==> config.mk <==
export PLATFORM = sky130hd
export DESIGN_NAME = ptgs_front
export DESIGN_NICKNAME = d
export VERILOG_FILES = /design/src/design/ptgs_pkg.sv /design/src/design/ptgs_front.sv
export SDC_FILE = /design/constraint.sdc
export NUM_CORES = 1
export LEC_CHECK = 0
export ABC_CLOCK_PERIOD_IN_PS = 7400
export BUFFER_PORTS_ARGS = -buffer_cell sky130_fd_sc_hd__buf_2
export CAP_MARGIN = 0
export CELL_PAD_IN_SITES_DETAIL_PLACEMENT = 0
export CELL_PAD_IN_SITES_GLOBAL_PLACEMENT = 1
export CORE_ASPECT_RATIO = 1.25
export CORE_MARGIN = 2
export CORE_UTILIZATION = 35
export DETAILED_ROUTE_END_ITERATION = 7
export PLACE_DENSITY = 0.68
export SLEW_MARGIN = 20
export SYNTH_ARGS = -nofsm -noshare
export SYNTH_HDL_FRONTEND = slang
export SYNTH_SLANG_ARGS = --single-unit
==> constraint.sdc <==
create_clock -name clk -period 7.4 [get_ports clk]
set_clock_uncertainty 0.15 [all_clocks]
set_input_delay 1.48 -clock clk [delete_from_list [all_inputs] [get_ports clk]]
set_output_delay 1.48 -clock clk [all_outputs]
set_load 0.005 [all_outputs]
==> src/design/ptgs_pkg.sv <==
// Package for the periodic trilinear grid sampler.
// Holds the shared types, register codes and pipeline constants; no dependencies.
`timescale 1ns / 1ps

package ptgs_pkg;

  // Fixed field widths.
  localparam int POS_W     = 32;
  localparam int CFG_W     = 32;
  localparam int CFG_IDX_W = 3;
  localparam int GIDX_W    = 12;
  localparam int FRAC_W    = 16;
  localparam int OUT_W     = 32;

  // Input command codes.
  localparam logic CMD_LOAD   = 1'b0;
  localparam logic CMD_SAMPLE = 1'b1;

  // Cell magnitude reduction: bits handled per stage and the stage count.
  localparam int MAG_W      = 33;
  localparam int MOD_STEP   = 7;
  localparam int MOD_STAGES = (MAG_W + MOD_STEP - 1) / MOD_STEP;
  localparam int MAG_PAD    = MOD_STAGES * MOD_STEP;

  // Axis pipeline depth: offset, wrap, partial products, sum, magnitude,
  // reduction stages, final index.
  localparam int AX_LAT = MOD_STAGES + 6;

  // Queue between the front and the back.
  localparam int QDEPTH = 4;
  localparam int QPTR_W = $clog2(QDEPTH);
  localparam int QCNT_W = $clog2(QDEPTH + 1);

  // Configuration register indexes.
  typedef enum logic [CFG_IDX_W-1:0] {
    REG_DOMAIN_LENGTH  = 3'd0,
    REG_INV_SPACING    = 3'd1,
    REG_LINES_IN_USE   = 3'd2,
    REG_FIELD_BASE     = 3'd3,
    REG_FIELD_SCALE    = 3'd4,
    REG_MOMENTUM_BASE  = 3'd5,
    REG_MOMENTUM_SCALE = 3'd6
  } cfg_reg_t;

  // Configuration register file contents.
  typedef struct packed {
    logic [30:0]        domain_length;
    logic [30:0]        inv_spacing;
    logic [4:0]         lines_in_use;
    logic signed [31:0] field_base;
    logic signed [31:0] field_scale;
    logic signed [31:0] momentum_base;
    logic signed [31:0] momentum_scale;
  } cfg_t;

  // Control part of one queued beat.
  typedef struct packed {
    logic              is_query;
    logic [GIDX_W-1:0] grid_index;
  } qctl_t;

endpackage

==> src/design/ptgs_front.sv <==
// Front end: accepts input beats, drops out-of-range loads, and queues the rest.
// Depends on ptgs_pkg.
`timescale 1ns / 1ps

module ptgs_front
  import ptgs_pkg::*;
#(
  parameter int GRID_N      = 16,
  parameter int SAMPLE_BITS = 24
) (
  input  logic                          clk,
  input  logic                          rst_n,
  input  logic                          in_valid,
  output logic                          in_ready,
  input  logic                          in_cmd,
  input  logic [GIDX_W-1:0]             in_grid_index,
  input  logic signed [SAMPLE_BITS-1:0] in_field_sample,
  input  logic signed [SAMPLE_BITS-1:0] in_momentum_sample,
  input  logic signed [POS_W-1:0]       in_pos_x,
  input  logic signed [POS_W-1:0]       in_pos_y,
  input  logic signed [POS_W-1:0]       in_pos_z,
  output logic                          q_valid,
  output qctl_t                         q_ctl,
  output logic signed [SAMPLE_BITS-1:0] q_field_sample,
  output logic signed [SAMPLE_BITS-1:0] q_momentum_sample,
  output logic signed [POS_W-1:0]       q_pos_x,
  output logic signed [POS_W-1:0]       q_pos_y,
  output logic signed [POS_W-1:0]       q_pos_z,
  input  logic                          q_pop
);

  localparam int DEPTH = GRID_N * GRID_N * GRID_N;

  qctl_t                         ctl_mem_r [QDEPTH];
  logic signed [SAMPLE_BITS-1:0] fs_mem_r  [QDEPTH];
  logic signed [SAMPLE_BITS-1:0] ms_mem_r  [QDEPTH];
  logic signed [POS_W-1:0]       px_mem_r  [QDEPTH];
  logic signed [POS_W-1:0]       py_mem_r  [QDEPTH];
  logic signed [POS_W-1:0]       pz_mem_r  [QDEPTH];

  logic [QPTR_W-1:0] wr_ptr_r, wr_ptr_nxt, rd_ptr_r, rd_ptr_nxt;
  logic [QCNT_W-1:0] count_r, count_nxt;
  logic              keep, push, pop;

  // Classify: queries always go on, loads only inside the store.
  assign keep     = (in_cmd == CMD_SAMPLE) ||
                    ({20'd0, in_grid_index} < 32'(DEPTH));
  assign in_ready = (count_r != QCNT_W'(QDEPTH));
  assign push     = in_valid && in_ready && keep;
  assign q_valid  = (count_r != '0);
  assign pop      = q_pop && q_valid;

  // Pointer and fill count updates.
  always_comb begin
    wr_ptr_nxt = push ? wr_ptr_r + 1'b1 : wr_ptr_r;
    rd_ptr_nxt = pop ? rd_ptr_r + 1'b1 : rd_ptr_r;
    unique case ({push, pop})
      2'b10:   count_nxt = count_r + 1'b1;
      2'b01:   count_nxt = count_r - 1'b1;
      default: count_nxt = count_r;
    endcase
  end

  always_ff @(posedge clk) begin
    if (!rst_n) begin
      wr_ptr_r <= '0;
      rd_ptr_r <= '0;
      count_r  <= '0;
    end else begin
      wr_ptr_r <= wr_ptr_nxt;
      rd_ptr_r <= rd_ptr_nxt;
      count_r  <= count_nxt;
    end
  end

  // Queue storage.
  always_ff @(posedge clk) begin
    if (push) begin
      ctl_mem_r[wr_ptr_r] <= '{is_query: in_cmd, grid_index: in_grid_index};
      fs_mem_r[wr_ptr_r]  <= in_field_sample;
      ms_mem_r[wr_ptr_r]  <= in_momentum_sample;
      px_mem_r[wr_ptr_r]  <= in_pos_x;
      py_mem_r[wr_ptr_r]  <= in_pos_y;
      pz_mem_r[wr_ptr_r]  <= in_pos_z;
    end
  end

  assign q_ctl             = ctl_mem_r[rd_ptr_r];
  assign q_field_sample    = fs_mem_r[rd_ptr_r];
  assign q_momentum_sample = ms_mem_r[rd_ptr_r];
  assign q_pos_x           = px_mem_r[rd_ptr_r];
  assign q_pos_y           = py_mem_r[rd_ptr_r];
  assign q_pos_z           = pz_mem_r[rd_ptr_r];

endmodule

==> summary.txt, run 1 <==
Net Sw Frac - 0.250
reg-to-reg endpoint - px_mem_r[2][21]$_DFFE_PP_
Hold Crit Class - reg -> reg
first-pass GRT wire length - 69,200 um
initial DRC count - 516
Worst Path Required - 5.77 ns
P_int - 7.14 mW
HPWL Detailed - 26,600 um
port bufs - 319
Post-Syn Instances - 872
aggregate global routing overflow - 0
WL per Instance - 21.7 um
Worst slew margin - 0.320
drt pass-1 iters - 4
CTS tree - built
RSZ-0062 raised after global routing - false
Net Switching - 2.38 mW
CP Max Fanout - 105
IO Pins - 320
power consumption - 9.52 mW
#FFs+latches synth - 637
largest net degree at the start of global routing - 144
setup bufs post-CTS - 0
Area Overhead vs Synth - 19.3%
Starting Density - 0.354
dpl cells - 2,022
Vias - 10,300
die area - 68,500 um^2
Arrival @ worst endpoint - 2.70 ns
FMAX - 231 MHz
Critical Path End - q_pos_x[31]
Detailed Route WL - 46,500 um
R2R cell count - 4
Root Buffer - clkbuf_16
Layout Utilization - 0.422
cell depth of the worst hold path - 2
IR drop worst, VDD - 0.000326 V
FP Rows - 105
worst-skew pair later-pin latency - 0.60 ns
Synth cell types - 25
cts hold-fix bufs - 0
final std cells w/o fill - 2,140
Total Neg Setup Slack - 0 ns
Slew @ Worst Pin - 1.02 ns
Core Area - 65,700 um^2
final setup fails - 0
r2r setup slk - 4.58 ns
Tmin final - 4.33 ns
clk sinks - 637
CP Launch Type - flip-flop
vias per cell - 4.82
Pleak - 9.10 nW
die height - 292 um
Place WS - 3.49 ns
DRC - 0
H-tree Lvls - 2
PwrDens - 343 nW/um^2
combinational share of power - 0.208
sequential share of power - 0.466
Pins Over Slew Limit - 0
Hold Fails Final Rpt - 0
final worst slack - 3.07 ns
Clock Pin Slew Worst Setup and Hold Paths - 0.06 ns
vias in the first global route - 11,100
CTS Buffer Depth - 3
Setup CP Type - reg -> out
clock share of power - 0.326
Mapped Area - 23,200 um^2
syn_nets - 1,039
Post-DRT Antenna Nets - 0
worst r2r src - count_r[0]$_SDFFE_PN0P_
Synth Area per Inst - 26.7 um^2
sequential area share after synthesis - 0.819
layout cell share with drive strength beyond 1 - 0.458
RePlAce Congestion - 0.719
Die Wd - 235 um
endpoint class of the critical path - output pin
TritonCTS Buffers - 61
initial antenna violation count - 9
global-route total usage across every layer - 0.136
synth warn - 0
Max Cap Violations - 0
status - complete, no violations
post-CTS sizing - 0
final net count - 1,396
period utilization - 0.585
stage by stage:
step	instance area [um^2]	hold slack [ns]
after detailed placement	25700	0.352
after global routing	27700	0.411
after global placement	25700	0.337
after CTS	27700	0.361
after floorplan	23200	0.318
final	27700	0.354
flip-flops by register name (all words and copies together), names as in the netlist, 3 cells and up, named ones only:
| register | flops |
|---|---|
| px_mem_r | 128 |
| py_mem_r | 128 |
| pz_mem_r | 128 |
| fs_mem_r | 96 |
| ms_mem_r | 96 |
| ctl_mem_r | 52 |
| count_r | 3 |
synthesized netlist by cell type, drive strengths merged:
cell type  instances  share of area
inv                6        0.00097
o311ai             1        0.00038
and2               7         0.0019
a21boi             2        0.00065
xor2               1        0.00038
mux2i              2        0.00086
xnor2              3         0.0011
or3                2        0.00054
dfxtp              9         0.0077
fa                 1        0.00086
mux4             157           0.15
o21ai              2        0.00043
buf               34          0.016
nand2              6        0.00097
nor2               1        0.00016
edfxtp           628           0.81
ha                 5         0.0027
o31a               1        0.00038
clkbuf             2        0.00032
nor2b              2        0.00054
power by group through the flow:
stage / registers, mW / clock network (mW) / logic [mW]
final: 4.44 / 3.10 / 1.98
after global routing: 4.47 / 3.34 / 2.17
after CTS: 4.45 / 3.20 / 2.06
after detailed placement: 4.52 / 0 / 2.06
after global placement: 4.50 / 0 / 2.05
after floorplan: 4.53 / 0 / 1.36
critical path, cell delays in order (launching register included):
cell and delay, ns:
dfxtp_4 0.45, buf_12 0.61, mux4_2 0.62, buf_2 0.16
area by class of cell:
class	instances	area, um^2
fillers	5754	37900
flip-flops and latches	637	19000
multi-input cells	193	3820
repair buffers	330	1750
clock buffers	78	1660
well taps	856	1070
clock inverters	38	357
inverters	6	22.5
diodes	2	5.00
routing by layer:
metal / track usage / vias up / wire [um] / part of all wire
met4: 0.0411 / 14 / 1150 / 0.025
met1: 0.168 / 5460 / 18500 / 0.40
met5: 0 / - / 106 / 0.0023
li1: - / 4496 / - / -
met3: 0.0398 / 86 / 3070 / 0.066
met2: 0.228 / 252 / 23700 / 0.51
worst min path at each step:
stage	start	to
global route	wr_ptr_r[0]$_SDFFE_PN0P_	wr_ptr_r[0]$_SDFFE_PN0P_
detailed placement	wr_ptr_r[1]$_SDFFE_PN0P_	wr_ptr_r[1]$_SDFFE_PN0P_
finish	wr_ptr_r[1]$_SDFFE_PN0P_	wr_ptr_r[1]$_SDFFE_PN0P_
global placement	wr_ptr_r[1]$_SDFFE_PN0P_	wr_ptr_r[1]$_SDFFE_PN0P_
floorplan	wr_ptr_r[1]$_SDFFE_PN0P_	wr_ptr_r[1]$_SDFFE_PN0P_
CTS	wr_ptr_r[1]$_SDFFE_PN0P_	wr_ptr_r[1]$_SDFFE_PN0P_
kinds of logic after synthesis:
logic type | after synthesis | share of synthesized area
fa+ha+maj | 6 | 0.00355
mux | 159 | 0.153
buf+inv | 42 | 0.0172
flops | 637 | 0.819
xor+xnor | 4 | 0.00151
compound gates | 6 | 0.00183
simple gates | 18 | 0.00409
layout by cell type, fill, tap and decap left out, types with 2 or more instances in the layout:
master / n
clkinv_1: 10
mux4_2: 157
xnor2_1: 3
buf_2: 319
buf_12: 6
buf_4: 5
clkinvlp_4: 4
clkbuf_8: 3
dfxtp_4: 2
and2_1: 3
nand2_1: 6
or3_1: 2
bufinv_16: 6
clkbuf_1: 12
mux2i_1: 2
and2_4: 4
dfxtp_1: 7
clkbuf_16: 63
diode_2: 2
clkinv_2: 13
ha_1: 5
o21ai_0: 2
edfxtp_1: 628
nor2b_1: 2
inv_6: 4
inv_1: 6
(Power assumes the default switching activity.)
==> inputs of run 2 (changes only) <==
- ABC_AREA: default -> 1
- ABC_CLOCK_PERIOD_IN_PS: 7400 -> 3480
- PLACE_DENSITY: 0.68 -> 0.74
- clock period: 7.4 -> 3.48 ns (I/O delays scaled with it)
==> run 2 against run 1 <==
Non-clock buffer count rose by 12. Final cell count rose by 31%. Sequential share of layout area down 1.4 points. Synthesized cell count up 82%. Sequential power is 110% higher. Die area up 2.1%. Clock power increased by 120%. First-iteration DRC count up 55%. Synthesized area up 2.2%. Setup slack got worse by 2.8 ns. Critical path depth rose by 1. Worst hold slack got worse by 0.20 ns. Largest cell class unchanged.
==> summary.txt, run 2 <==
mux cell area share after synthesis - 0 (-0.153)
Worst path slowest cell - dfxtp_4
CP Max Fanout - 44 (-58%)
vias per cell - 5.09 (+5.7%)
WP buf/inv - 2 (unchanged)
CP Launch Type - flip-flop
PwrDens - 717 nW/um^2 (+110%)
area leader, netlist - edfxtp_1
WL met1 - 21,900 um (+18%)
syn_nets - 1,753 (+69%)
critical path, cell by cell - buf_4, o21ai_0, o22ai_1, buf_2
fill count - 6,048 (+5.1%)
IR drop worst, VDD - 0.000470 V (+44%)
final std cells w/o fill - 2,811 (+31%)
DR top layer - met5
Post-synth ARST share - 0 (unchanged)
Top FF cell, synth - edfxtp_1
Post-Synth XOR/XNOR Area - 0 (-0.00151)
Synth Area in Simple Gates - 0.0546 (+0.0505)
cts hold-fix bufs - 0 (unchanged)
Post-Syn Instances - 1,586 (+82%)
top cells by count, synth - edfxtp_1, nor2_1, o21ai_0, o22ai_1, clkbuf_1
final setup fails - 0 (unchanged)
reg-to-reg endpoint - count_r[2]$_SDFFE_PN0P_
CTS tree - built
post-synthesis compound-gate area fraction - 0.109 (+0.107)
clock share of power - 0.335 (+0.009)
WL per Instance - 19.8 um (-8.8%)
Worst slew margin - 0.438 (+0.118)
Clock Pin Slew Worst Setup and Hold Paths - 0.06 ns (about the same)
Synth cell types - 20 (-20%)
Setup CP Type - reg -> out
routed length on met3 - 3880 um (+26%)
TritonCTS Buffers - 66 (+8.2%)
P_int - 14.5 mW (+100%)
endpoint class of the critical path - output pin
drt pass-1 iters - 7 (+3)
Hold Path Sink - pz_mem_r[1][24]$_DFFE_PP_
final net count - 2,060 (+48%)
commonest non-fill, non-tap cell in the layout - edfxtp_1
aggregate global routing overflow - 0 (unchanged)
die area - 70,000 um^2 (+2.1%)
IO Pins - 320 (unchanged)
Post-synth EDFFs - 628 (unchanged)
period utilization - 0.931
largest net degree at the start of global routing - 156 (+8.3%)
ranking of synthesized cells by area - edfxtp_1, o21ai_0, nor2_1
CTS Buffer Depth - 3 (unchanged)
status - complete, no violations
sequential area share after synthesis - 0.801 (-0.0174)
R2R cell count - 12 (+8)
RePlAce Congestion - 0.729 (+1.5%)
Net Switching - 5.81 mW (+140%)
initial DRC count - 801 (+55%)
leading cell types in the layout, fill and taps excluded - edfxtp_1, nor2_1, buf_2
Max Cap Violations - 0 (unchanged)
RSZ-0062 raised after global routing - false
HPWL Detailed - 31,600 um (+19%)
Pleak - 9.71 nW (+6.7%)
Detailed Route WL - 55,700 um (+20%)
largest family of logic cells by synthesized area - compound AO/OA/AOI/OAI gates
Area Overhead vs Synth - 19.1%
adder-cell area share of the yosys netlist - 0.00348 (-0.0000756)
first-pass GRT wire length - 84,300 um (+22%)
slowest stage delay, CP - 0.72 ns (+0.10 ns)
vias in the first global route - 14,700 (+32%)
worst-skew pair later-pin latency - 0.59 ns (about the same)
cell depth of the worst hold path - 1 (-1)
Post-DRT Antenna Nets - 0 (unchanged)
post-CTS sizing - 0 (unchanged)
FMAX - 309 MHz
Hold Crit Class - in -> reg
setup bufs post-CTS - 0 (unchanged)
combinational share of power - 0.208 (about the same)
layout cell share with drive strength beyond 1 - 0.229 (-0.229)
clk sinks - 637 (unchanged)
Core Area - 67,000 um^2 (+2.0%)
die height - 295 um (+1.1%)
top-area cell type share of the netlist area - 0.794 (-0.0173)
Root Buffer - clkbuf_16
Starting Density - 0.355 (+0.000737)
FP Rows - 106 (+0.95%)
r2r setup slk - 1.41 ns (-3.17 ns)
port bufs - 319 (unchanged)
worst r2r src - count_r[1]$_SDFFE_PN0P_
met2 wire len - 28,200 um (+19%)
H-tree Lvls - 3 (+1)
Hold Fails Final Rpt - 0 (unchanged)
dpl cells - 2,689 (+33%)
Worst Path Required - 2.63 ns (-3.14 ns)
initial antenna violation count - 17 (+8)
Vias - 14,300 (+39%)
Die Wd - 237 um (+1.1%)
hold wc startpoint - in_pos_z[24]
Pins Over Slew Limit - 0 (unchanged)
Arrival @ worst endpoint - 2.40 ns (-0.30 ns)
Mapped Area - 23,800 um^2 (+2.2%)
top-count cell post-synth - edfxtp_1
DRC - 0 (unchanged)
global-route total usage across every layer - 0.158 (+0.0221)
synth warn - 0 (unchanged)
CP top delay family - flip-flops
Synth Area per Inst - 15.0 um^2 (-44%)
Slew @ Worst Pin - 0.844 ns (-0.177 ns)
#FFs+latches synth - 637 (unchanged)
Tmin final - 3.24 ns
Top Registers - px_mem_r: 128 flops, py_mem_r: 128 flops, pz_mem_r: 128 flops
sequential share of power - 0.457 (-0.009)
Layout Utilization - 0.423 (about the same)
Net Sw Frac - 0.286 (+0.0358)
## run 2: cell count changes in the layout (fill, tap and decap cells not counted), moves of 5 or more
cell	before	now
nor2_1	1	320
o21ai_0	2	278
mux4_2	157	0
o22ai_1	0	157
o21ai_1	0	38
buf_12	6	16
inv_1	6	16
nand2_1	6	14
clkinv_2	13	7
a21oi_1	0	5
diode_2	2	7
nand3_1	0	5
## run 2: through the flow
stage / instance area, um^2 / total power [mW] / setup TNS, ns / hold slack [ns] / setup slack [ns]
after global placement: 26200 / 13.6 / 0 / 0.342 / 0.880
final: 28300 / 20.3 / 0 / 0.154 / 0.239
after CTS: 28300 / 20.6 / 0 / 0.109 / 0.195
after global routing: 28300 / 21.3 / 0 / 0.122 / 0.113
after detailed placement: 26200 / 13.7 / 0 / 0.353 / 0.837
after floorplan: 23800 / 11.9 / -127.45 / 0.312 / -0.217
## run 2: power groups by stage
stage / Clock [mW] / Combinational, mW / Sequential (mW)
floorplan: 0 / 2.50 / 9.41
global placement: 0 / 4.18 / 9.42
detailed placement: 0 / 4.27 / 9.45
CTS: 6.99 / 4.29 / 9.29
global route: 7.30 / 4.68 / 9.33
finish: 6.80 / 4.21 / 9.29
## run 2: worst max-delay path by stage
stage               from                         to  slack [ns]  cells past startpoint
6_report       flip-flop                q_pos_x[17]        0.24                      4
5_1_grt        flip-flop                q_pos_x[11]        0.11                      4
4_1_cts        flip-flop                q_pos_x[17]        0.19                      4
3_5_place_dp   flip-flop                q_pos_x[17]        0.84                      4
3_3_place_gp   flip-flop                 q_pos_x[1]        0.88                      4
2_1_floorplan   in_valid  ctl_mem_r[0][0]$_DFFE_PP_       -0.22                      2
## run 2: cell type report
class / instances / area, um^2 / area share
Antenna cell: 7 / 17.5 / 0.000619
Clock buffer: 78 / 1720 / 0.0607
Clock inverter: 37 / 378 / 0.0134
Inverter: 18 / 77.6 / 0.00274
Multi-Input combinational cell: 828 / 4020 / 0.142
Sequential cell: 637 / 19000 / 0.673
Tap cell: 864 / 1080 / 0.0382
Timing Repair Buffer: 342 / 1970 / 0.0696
## run 2: worst reg2reg max path, stage by stage (launching register included)
cell     delay [ns]
dfxtp_1        0.32
nor2_1         0.15
nand2_1        0.20
nand2_8        0.16
ha_1           0.19
inv_1          0.07
fa_1           0.38
inv_1          0.07
nand2_1        0.04
nand3_1        0.09
nand2_1        0.06
nand2_1        0.05
nor2_1         0.04
## run 2: kinds of logic after synthesis
logic type                 count (synthesis)
DFF                                      637
AOI/OAI and AO/OA                        478
buffers and inverters                    121
adders and majority gates                  6
and+or+nand+nor                          344
## run 2: routing by layer
layer  up-vias  track usage
li1       6640            -
met4        22       0.0715
met3       105       0.0439
met5         -            0
met1      7139        0.183
met2       402        0.272
